**config.mk**
```make
export PLATFORM = sky130hd
export DESIGN_NAME = julia_escape_count_unit
export DESIGN_NICKNAME = d
export VERILOG_FILES = /design/src/rtl/jec_pkg.sv /design/src/rtl/julia_escape_count_unit.sv /design/src/rtl/jec_mul.sv
export SDC_FILE = /design/constraint.sdc
export NUM_CORES = 2
export LEC_CHECK = 0
export ABC_AREA = 1
export BUFFER_PORTS_ARGS = -buffer_cell sky130_fd_sc_hd__buf_2
export CAP_MARGIN = 10
export CORE_ASPECT_RATIO = 1.1
export CORE_MARGIN = 2
export CORE_UTILIZATION = 50
export CTS_CLUSTER_DIAMETER = 50
export DETAILED_ROUTE_END_ITERATION = 6
export GPL_TIMING_DRIVEN = 0
export PLACE_DENSITY = 0.66
export SYNTH_ARGS = -nofsm -noshare
export SYNTH_HDL_FRONTEND = slang
export SYNTH_SLANG_ARGS = --single-unit
```
**constraint.sdc**
```tcl
create_clock -name clock -period 10.6 [get_ports clock]
set_clock_uncertainty 0.1 [all_clocks]
set_input_delay 1.59 -clock clock [delete_from_list [all_inputs] [get_ports clock]]
set_output_delay 1.59 -clock clock [all_outputs]
set_load 0.02 [all_outputs]
```
**src/rtl/jec_pkg.sv**
```systemverilog
// ----------------------------------------------------------------------------
// jec_pkg: shared types and constants of the escape count unit
// Fixed-point widths, register indexes, sequencer states and rounding.
// ----------------------------------------------------------------------------
`default_nettype none

package jec_pkg;

   localparam int FRAC      = 26;
   localparam int MUL_W     = 31;
   localparam int PROD_W    = 2 * MUL_W;
   localparam int RND_W     = PROD_W - FRAC;
   localparam int NXT_W     = RND_W + 1;
   localparam int SQ_W      = 56;
   localparam int MAX_W     = 16;
   localparam int CREG_W    = 29;
   localparam int REG_IDX_W = 2;

   localparam logic signed [CREG_W-1:0] C_LIMIT   = 29'sd134217728;
   localparam logic [SQ_W:0]            FOUR_WIDE = 57'd1 << (2 * FRAC + 2);
   localparam logic [SQ_W:0]            HALF_SQ   = 57'd1 << (FRAC - 1);
   localparam logic signed [PROD_W-1:0] HALF_PROD = 62'sd1 <<< (FRAC - 1);

   localparam logic [MAX_W-1:0]         RESET_MAX  = 16'd255;
   localparam logic signed [CREG_W-1:0] RESET_C_RE = -29'sd43594139;
   localparam logic signed [CREG_W-1:0] RESET_C_IM = -29'sd32049486;

   typedef enum logic [REG_IDX_W-1:0] {
      REG_MAX_ITER   = 2'd0,
      REG_C_REAL     = 2'd1,
      REG_C_IMAG     = 2'd2,
      REG_POWER_MODE = 2'd3
   } reg_idx_type;

   typedef enum logic [9:0] {
      ST_IDLE   = 10'b0000000001,
      ST_CHECK  = 10'b0000000010,
      ST_SQ_XX  = 10'b0000000100,
      ST_SQ_YY  = 10'b0000001000,
      ST_SQ_XY  = 10'b0000010000,
      ST_P_UU   = 10'b0000100000,
      ST_P_VV   = 10'b0001000000,
      ST_P_UV   = 10'b0010000000,
      ST_UPDATE = 10'b0100000000,
      ST_FINISH = 10'b1000000000
   } state_type;

   // round a product with 2*FRAC fraction bits to FRAC bits, half up
   function automatic logic signed [RND_W-1:0] round_q(input logic signed [PROD_W-1:0] p);
      logic signed [PROD_W-1:0] q;
      q = p + HALF_PROD;
      return RND_W'(q >>> FRAC);
   endfunction

endpackage

`default_nettype wire

```
**src/rtl/julia_escape_count_unit.sv**
```systemverilog
// ----------------------------------------------------------------------------
// julia_escape_count_unit: Julia set escape-time counter
// Iterates z = z^2 + c or z^4 + c in Q6.26 fixed point from a start point
// and returns the number of steps done before |z| exceeds 2 or the step limit is reached.
// ----------------------------------------------------------------------------
// One start point is taken when req_tready is high and is worked on alone.
// Every product goes through one 31x31 signed multiplier that issues one
// product per cycle, so a step in square mode passes the states check, x*x,
// y*y, x*y and update, and fourth-power mode adds u*u, v*v and u*v before
// update. The result waits in an output register; the next request is taken
// while it waits. Configuration writes belong in idle time; a c value outside
// plus or minus 2.0 is dropped.
// ----------------------------------------------------------------------------
`default_nettype none

module julia_escape_count_unit #(
   parameter int COUNT_BITS = 16,
   parameter int COORD_BITS = 32
) (
   input  wire logic                                     clock,
   input  wire logic                                     reset,
   input  wire logic                                     req_tvalid,
   output logic                                          req_tready,
   // start_re [COORD_BITS-1:0], start_im [2*COORD_BITS-1:COORD_BITS]
   input  wire logic [((2*COORD_BITS+7)/8)*8-1:0]        req_tdata,
   output logic                                          rsp_tvalid,
   input  wire logic                                     rsp_tready,
   // escape_count [COUNT_BITS-1:0]
   output logic [((COUNT_BITS+7)/8)*8-1:0]               rsp_tdata,
   input  wire logic                                     csr_we,
   input  wire logic [jec_pkg::REG_IDX_W-1:0]            csr_addr,
   input  wire logic [jec_pkg::CREG_W-1:0]               csr_wdata
);

   localparam int OUT_W = ((COUNT_BITS + 7) / 8) * 8;
   localparam int XW    = COORD_BITS > jec_pkg::MUL_W ? COORD_BITS : jec_pkg::MUL_W;
   localparam int SUM_W = COORD_BITS > jec_pkg::NXT_W ? COORD_BITS + 1 : jec_pkg::NXT_W + 1;
   localparam int RU_W  = jec_pkg::SQ_W + 1 - jec_pkg::FRAC;

   jec_pkg::state_type state_ff, state_in;

   logic signed [COORD_BITS-1:0]        x_ff, x_in, y_ff, y_in;
   logic [jec_pkg::MAX_W-1:0]           n_ff, n_in;
   logic [jec_pkg::SQ_W-1:0]            xx_ff, xx_in;
   logic signed [jec_pkg::MUL_W-1:0]    wre_ff, wre_in, wim_ff, wim_in;
   logic signed [jec_pkg::RND_W-1:0]    ruu_ff, ruu_in;
   logic signed [jec_pkg::NXT_W-1:0]    nre_ff, nre_in, nim_ff, nim_in;
   logic                                rsp_valid_ff, rsp_valid_in;
   logic [COUNT_BITS-1:0]               rsp_data_ff, rsp_data_in;

   logic [jec_pkg::MAX_W-1:0]           max_ff, max_in;
   logic signed [jec_pkg::CREG_W-1:0]   c_re_ff, c_re_in, c_im_ff, c_im_in;
   logic                                pow_ff, pow_in;

   logic signed [jec_pkg::MUL_W-1:0]    op_a, op_b;
   logic signed [jec_pkg::PROD_W-1:0]   prod_ff;

   logic signed [XW-1:0]                x_ext, y_ext, two_x;
   logic                                out_of_box;
   logic [jec_pkg::SQ_W:0]              mag_sum, rxx_full, ryy_full;
   logic [RU_W-1:0]                     rxx, ryy;
   logic signed [jec_pkg::RND_W-1:0]    rprod;
   logic signed [SUM_W-1:0]             sum_re, sum_im;
   logic signed [jec_pkg::CREG_W-1:0]   csr_c;
   logic                                csr_c_ok;
   logic                                accept;

   function automatic logic signed [COORD_BITS-1:0] sat_coord(input logic signed [SUM_W-1:0] v);
      logic ovf;
      ovf = v[SUM_W-1:COORD_BITS-1] != {(SUM_W-COORD_BITS+1){v[SUM_W-1]}};
      if (ovf) begin
         return v[SUM_W-1] ? {1'b1, {(COORD_BITS-1){1'b0}}} : {1'b0, {(COORD_BITS-1){1'b1}}};
      end
      return v[COORD_BITS-1:0];
   endfunction

   jec_mul u_mul (
      .clock   (clock),
      .op_a    (op_a),
      .op_b    (op_b),
      .prod_ff (prod_ff)
   );

   assign req_tready = state_ff == jec_pkg::ST_IDLE;
   assign accept     = req_tvalid && req_tready;
   assign rsp_tvalid = rsp_valid_ff;
   assign rsp_tdata  = OUT_W'(rsp_data_ff);

   assign x_ext      = XW'(x_ff);
   assign y_ext      = XW'(y_ff);
   assign two_x      = XW'(jec_pkg::C_LIMIT);
   assign out_of_box = (x_ext > two_x) || (x_ext < -two_x) ||
                       (y_ext > two_x) || (y_ext < -two_x);

   assign mag_sum  = {1'b0, xx_ff} + {1'b0, prod_ff[jec_pkg::SQ_W-1:0]};
   assign rxx_full = {1'b0, xx_ff} + jec_pkg::HALF_SQ;
   assign ryy_full = {1'b0, prod_ff[jec_pkg::SQ_W-1:0]} + jec_pkg::HALF_SQ;
   assign rxx      = rxx_full[jec_pkg::SQ_W:jec_pkg::FRAC];
   assign ryy      = ryy_full[jec_pkg::SQ_W:jec_pkg::FRAC];
   assign rprod    = jec_pkg::round_q(prod_ff);

   assign sum_re = SUM_W'(nre_ff) + SUM_W'(c_re_ff);
   assign sum_im = SUM_W'(nim_ff) + SUM_W'(c_im_ff);

   assign csr_c    = csr_wdata;
   assign csr_c_ok = (csr_c >= -jec_pkg::C_LIMIT) && (csr_c <= jec_pkg::C_LIMIT);

   always_comb begin
      case (state_ff)
         jec_pkg::ST_SQ_XX: begin
            op_a = y_ext[jec_pkg::MUL_W-1:0];
            op_b = y_ext[jec_pkg::MUL_W-1:0];
         end
         jec_pkg::ST_SQ_YY: begin
            op_a = x_ext[jec_pkg::MUL_W-1:0];
            op_b = y_ext[jec_pkg::MUL_W-1:0];
         end
         jec_pkg::ST_SQ_XY: begin
            op_a = wre_ff;
            op_b = wre_ff;
         end
         jec_pkg::ST_P_UU: begin
            op_a = wim_ff;
            op_b = wim_ff;
         end
         jec_pkg::ST_P_VV: begin
            op_a = wre_ff;
            op_b = wim_ff;
         end
         default: begin
            op_a = x_ext[jec_pkg::MUL_W-1:0];
            op_b = x_ext[jec_pkg::MUL_W-1:0];
         end
      endcase
   end

   always_comb begin
      state_in     = state_ff;
      x_in         = x_ff;
      y_in         = y_ff;
      n_in         = n_ff;
      xx_in        = xx_ff;
      wre_in       = wre_ff;
      wim_in       = wim_ff;
      ruu_in       = ruu_ff;
      nre_in       = nre_ff;
      nim_in       = nim_ff;
      rsp_valid_in = rsp_valid_ff && !rsp_tready;
      rsp_data_in  = rsp_data_ff;

      unique case (state_ff)
         jec_pkg::ST_IDLE: begin
            if (accept) begin
               x_in     = req_tdata[COORD_BITS-1:0];
               y_in     = req_tdata[2*COORD_BITS-1:COORD_BITS];
               n_in     = '0;
               state_in = jec_pkg::ST_CHECK;
            end
         end
         jec_pkg::ST_CHECK: begin
            if (n_ff >= max_ff || out_of_box) begin
               state_in = jec_pkg::ST_FINISH;
            end else begin
               state_in = jec_pkg::ST_SQ_XX;
            end
         end
         jec_pkg::ST_SQ_XX: begin
            xx_in    = prod_ff[jec_pkg::SQ_W-1:0];
            state_in = jec_pkg::ST_SQ_YY;
         end
         jec_pkg::ST_SQ_YY: begin
            wre_in = $signed(jec_pkg::MUL_W'(rxx)) - $signed(jec_pkg::MUL_W'(ryy));
            nre_in = jec_pkg::NXT_W'(wre_in);
            if (mag_sum > jec_pkg::FOUR_WIDE) begin
               state_in = jec_pkg::ST_FINISH;
            end else begin
               state_in = jec_pkg::ST_SQ_XY;
            end
         end
         jec_pkg::ST_SQ_XY: begin
            wim_in   = $signed({rprod[jec_pkg::MUL_W-2:0], 1'b0});
            nim_in   = jec_pkg::NXT_W'(wim_in);
            state_in = pow_ff ? jec_pkg::ST_P_UU : jec_pkg::ST_UPDATE;
         end
         jec_pkg::ST_P_UU: begin
            ruu_in   = rprod;
            state_in = jec_pkg::ST_P_VV;
         end
         jec_pkg::ST_P_VV: begin
            nre_in   = jec_pkg::NXT_W'(ruu_ff) - jec_pkg::NXT_W'(rprod);
            state_in = jec_pkg::ST_P_UV;
         end
         jec_pkg::ST_P_UV: begin
            nim_in   = $signed({rprod, 1'b0});
            state_in = jec_pkg::ST_UPDATE;
         end
         jec_pkg::ST_UPDATE: begin
            x_in     = sat_coord(sum_re);
            y_in     = sat_coord(sum_im);
            n_in     = n_ff + 1'b1;
            state_in = jec_pkg::ST_CHECK;
         end
         jec_pkg::ST_FINISH: begin
            // hold until the output register is free
            if (!rsp_valid_ff || rsp_tready) begin
               rsp_valid_in = 1'b1;
               rsp_data_in  = COUNT_BITS'(n_ff);
               state_in     = jec_pkg::ST_IDLE;
            end
         end
         default: begin
            state_in = jec_pkg::ST_IDLE;
         end
      endcase
   end

   always_comb begin
      max_in = max_ff;
      c_re_in = c_re_ff;
      c_im_in = c_im_ff;
      pow_in = pow_ff;
      if (csr_we) begin
         unique case (csr_addr)
            jec_pkg::REG_MAX_ITER: begin
               max_in = csr_wdata[jec_pkg::MAX_W-1:0];
            end
            jec_pkg::REG_C_REAL: begin
               if (csr_c_ok) begin
                  c_re_in = csr_c;
               end
            end
            jec_pkg::REG_C_IMAG: begin
               if (csr_c_ok) begin
                  c_im_in = csr_c;
               end
            end
            jec_pkg::REG_POWER_MODE: begin
               pow_in = csr_wdata[0];
            end
            default: begin
               pow_in = pow_ff;
            end
         endcase
      end
   end

   always_ff @(posedge clock) begin
      if (reset) begin
         state_ff     <= jec_pkg::ST_IDLE;
         rsp_valid_ff <= 1'b0;
         max_ff       <= jec_pkg::RESET_MAX;
         c_re_ff      <= jec_pkg::RESET_C_RE;
         c_im_ff      <= jec_pkg::RESET_C_IM;
         pow_ff       <= 1'b0;
      end else begin
         state_ff     <= state_in;
         rsp_valid_ff <= rsp_valid_in;
         max_ff       <= max_in;
         c_re_ff      <= c_re_in;
         c_im_ff      <= c_im_in;
         pow_ff       <= pow_in;
      end
   end

   always_ff @(posedge clock) begin
      x_ff        <= x_in;
      y_ff        <= y_in;
      n_ff        <= n_in;
      xx_ff       <= xx_in;
      wre_ff      <= wre_in;
      wim_ff      <= wim_in;
      ruu_ff      <= ruu_in;
      nre_ff      <= nre_in;
      nim_ff      <= nim_in;
      rsp_data_ff <= rsp_data_in;
   end

endmodule

`default_nettype wire

```
**src/rtl/jec_mul.sv**
```systemverilog
// ----------------------------------------------------------------------------
// jec_mul: shared signed multiplier
// One signed product per cycle, registered at the output.
// ----------------------------------------------------------------------------
`default_nettype none

module jec_mul (
   input  wire logic                               clock,
   input  wire logic signed [jec_pkg::MUL_W-1:0]   op_a,
   input  wire logic signed [jec_pkg::MUL_W-1:0]   op_b,
   output logic signed [jec_pkg::PROD_W-1:0]       prod_ff
);

   logic signed [jec_pkg::PROD_W-1:0] prod_in;

   assign prod_in = jec_pkg::PROD_W'(op_a) * jec_pkg::PROD_W'(op_b);

   always_ff @(posedge clock) begin
      prod_ff <= prod_in;
   end

endmodule

`default_nettype wire

```
==> reports/metrics.cfg <==
[status]
status = finished with violations
violations = capacitance limit

[global_route]
grt_max_degree = 46
grt_pass1_wl_mm = 412
track_usage_pct = 41.5
grt_pass1_vias = 59958
antenna_found_initial = 38
grt_remaining_overflow = 0

[worst_hold_path]
hold_class = flop to flop

[synthesis]
yosysSeqAreaShare_pct = 18.6
yosysWarnings = 0
synth_nets = 10218
synth-async-reset-ratio_pct = 0
ys_seq_elements = 470
synth.avg_cell_area_sq_um = 7.82
synth_edf_count = 322
synth_cell_types = 66
syn-cell-area_sq_mm = 0.0680
synthCells = 8699
synth-main-ff-cell = edfxtp_1

[drt]
drt_iter0_drc = 6855
drcViolationCount = 0
drtPass1Iterations = 6
drt_wl_total_mm = 286
wl_per_cell_um = 26.4
vias_per_cell = 5.60
antenna_left = 0
vias = 60558

[clock_network]
clkLatencyLatePin_ns = 0.71
htreeDepth = 2
cts_buffer_depth = 3
clk_pin_slew_ns = 0.06
ctsHoldBuffers = 0
clock-sinks = 470
cts_root_buffer = clkbuf_16
cts_tree = built
numCtsBuffers = 61

[run]
maxCapViolations = 1

[critical_path]
cp-start-kind = flop
critPathCaptureType = flop
arrival_ns = 10.82
cp.required_ns = 10.97
crit_path_top_delay_cell = fa_1
crit_type = flop to flop
cpMostUsedCell = fa_1
cp_max_fo = 13
max_stage_delay_ns = 0.65

[place]
gp_congestion = 1.09
hpwlAfterDp_mm = 243
placed_area_sq_mm = 0.0712
port_buffers = 116

[die]
die_height_um = 391
core_sq_mm = 0.135
io_pins = 118
die_w_um = 356
start_util_pct = 50.5
placementRows = 141
dieArea_sq_mm = 0.139

[sta]
final_max_slew_viol_count = 0
tightest_slew_ns = 1.48
fmaxAchievable_ghz = 0.0957
rsz0062_at_grt = yes
slew_headroom_pct = 0.137
fin_crit_ns = 10.45
fin_crit_sh_pct = 98.6
setup_viol = 0
hold_viol = 0

[cells_and_area]
finalNetCount = 10484
area_growth_pct = 9.76
layout_commonest_cell = nand2_1
fin_area_sq_mm = 0.0747
drive_above_1_share_pct = 7.71
mostFrequentLayoutCells = nand2_1 (2166), inv_1 (1928), fa_1 (1015)

==> metrics by stage <==
step	std cells	util, %	hold WS (ns)	TNS (ns)	setup WS, ns
4_1_cts	10743	54.7	0.344	0	0.0131
3_5_place_dp	10622	52.8	0.333	-21.42	-1.19
5_1_grt	10805	55.4	0.346	-0.0741	-0.0504
6_report	10815	55.4	0.343	0	0.149
2_1_floorplan	8699	-	0.315	0	1.05
3_3_place_gp	10602	52.6	0.331	-108.46	-2.68
==> layout make-up <==
class | count | area (sq um)
buffer | 217 | 1250
sequential | 470 | 12600
timing repair inverter | 1 | 8.76
inverter | 2005 | 7620
antenna | 10 | 25.0
tap | 1787 | 2240
clock buffer | 75 | 1670
clock inverter | 41 | 586
fill | 12973 | 60100
timing repair buffer | 203 | 1430
multi-input combinational | 6006 | 47200
==> cell usage after synthesis, types with 99 or more instances <==
library cell  number  share of area [%]
a21oi_1          355                2.6
buf_2            131               0.96
nand4_1           99               0.91
edfxtp_1         322                 14
ha_1             396                7.3
dfxtp_1          148                4.4
o21ai_0          210                1.5
nand3_1          258                1.9
fa_1            1023                 30
inv_1           1937                 11
nor2_1           776                4.3
xor2_1           177                2.3
nand2_1         2174                 12
==> flip-flops by register name (all words and copies together), names as in the netlist, 10 cells and up <==
signal,count
u_mul.prod_ff,62
xx_ff,56
nre_ff,37
nim_ff,36
ruu_ff,36
x_ext,32
y_ext,32
wre_ff,31
wim_ff,30
c_im_ff,29
c_re_ff,29
max_ff,16
n_ff,16
rsp_tdata,16
state_ff,10
==> final timing paths <==
kind                     from                 to  slack [ns]  depth (start not counted)
min          u_mul.prod_ff[5]           xx_ff[5]        0.34                          0
max reg2reg       state_ff[7]  u_mul.prod_ff[50]        0.15                         35
min reg2reg  u_mul.prod_ff[5]           xx_ff[5]        0.34                          0
max               state_ff[7]  u_mul.prod_ff[50]        0.15                         35
==> cell families (layout without fill, tap and decap cells) <==
logic type	after synthesis	in the layout	synth area share (%)
and+or+nand+nor	3495	3495	20.9
adders and majority gates	1419	1419	37.4
DFF	470	470	18.6
buffers and inverters	2223	2542	12.7
other	0	10	0
xor gates and xnor gates	255	255	3.28
AOI/OAI and AO/OA	837	837	7.20
==> routing by layer <==
metal | share of wire (%) | global-route usage, %
met4 | 7.1 | 23.5
met2 | 43 | 62.3
met3 | 11 | 11.1
met1 | 39 | 54.2
met5 | 0.049 | 0
==> repair_timing <==
item                       CTS  global route
setup endpoints to repair   40            19
pin swaps                    3            21
hold endpoints to repair     0             0
cloned                       0             1
resized for setup           73           123
setup buffers                5            59
==> worst max-delay path: cells and delay by family, from the launching register on <==
kind            cells  cell delay, ns
compound gates      5            1.32
simple gates       11            1.54
buf+inv             9            1.60
flops               1            0.42
xor+xnor            1            0.54
fa+ha+maj           9            4.63
Power is not shown: default switching activity piles up to over one toggle a cycle in this logic, so the estimate is an artifact.
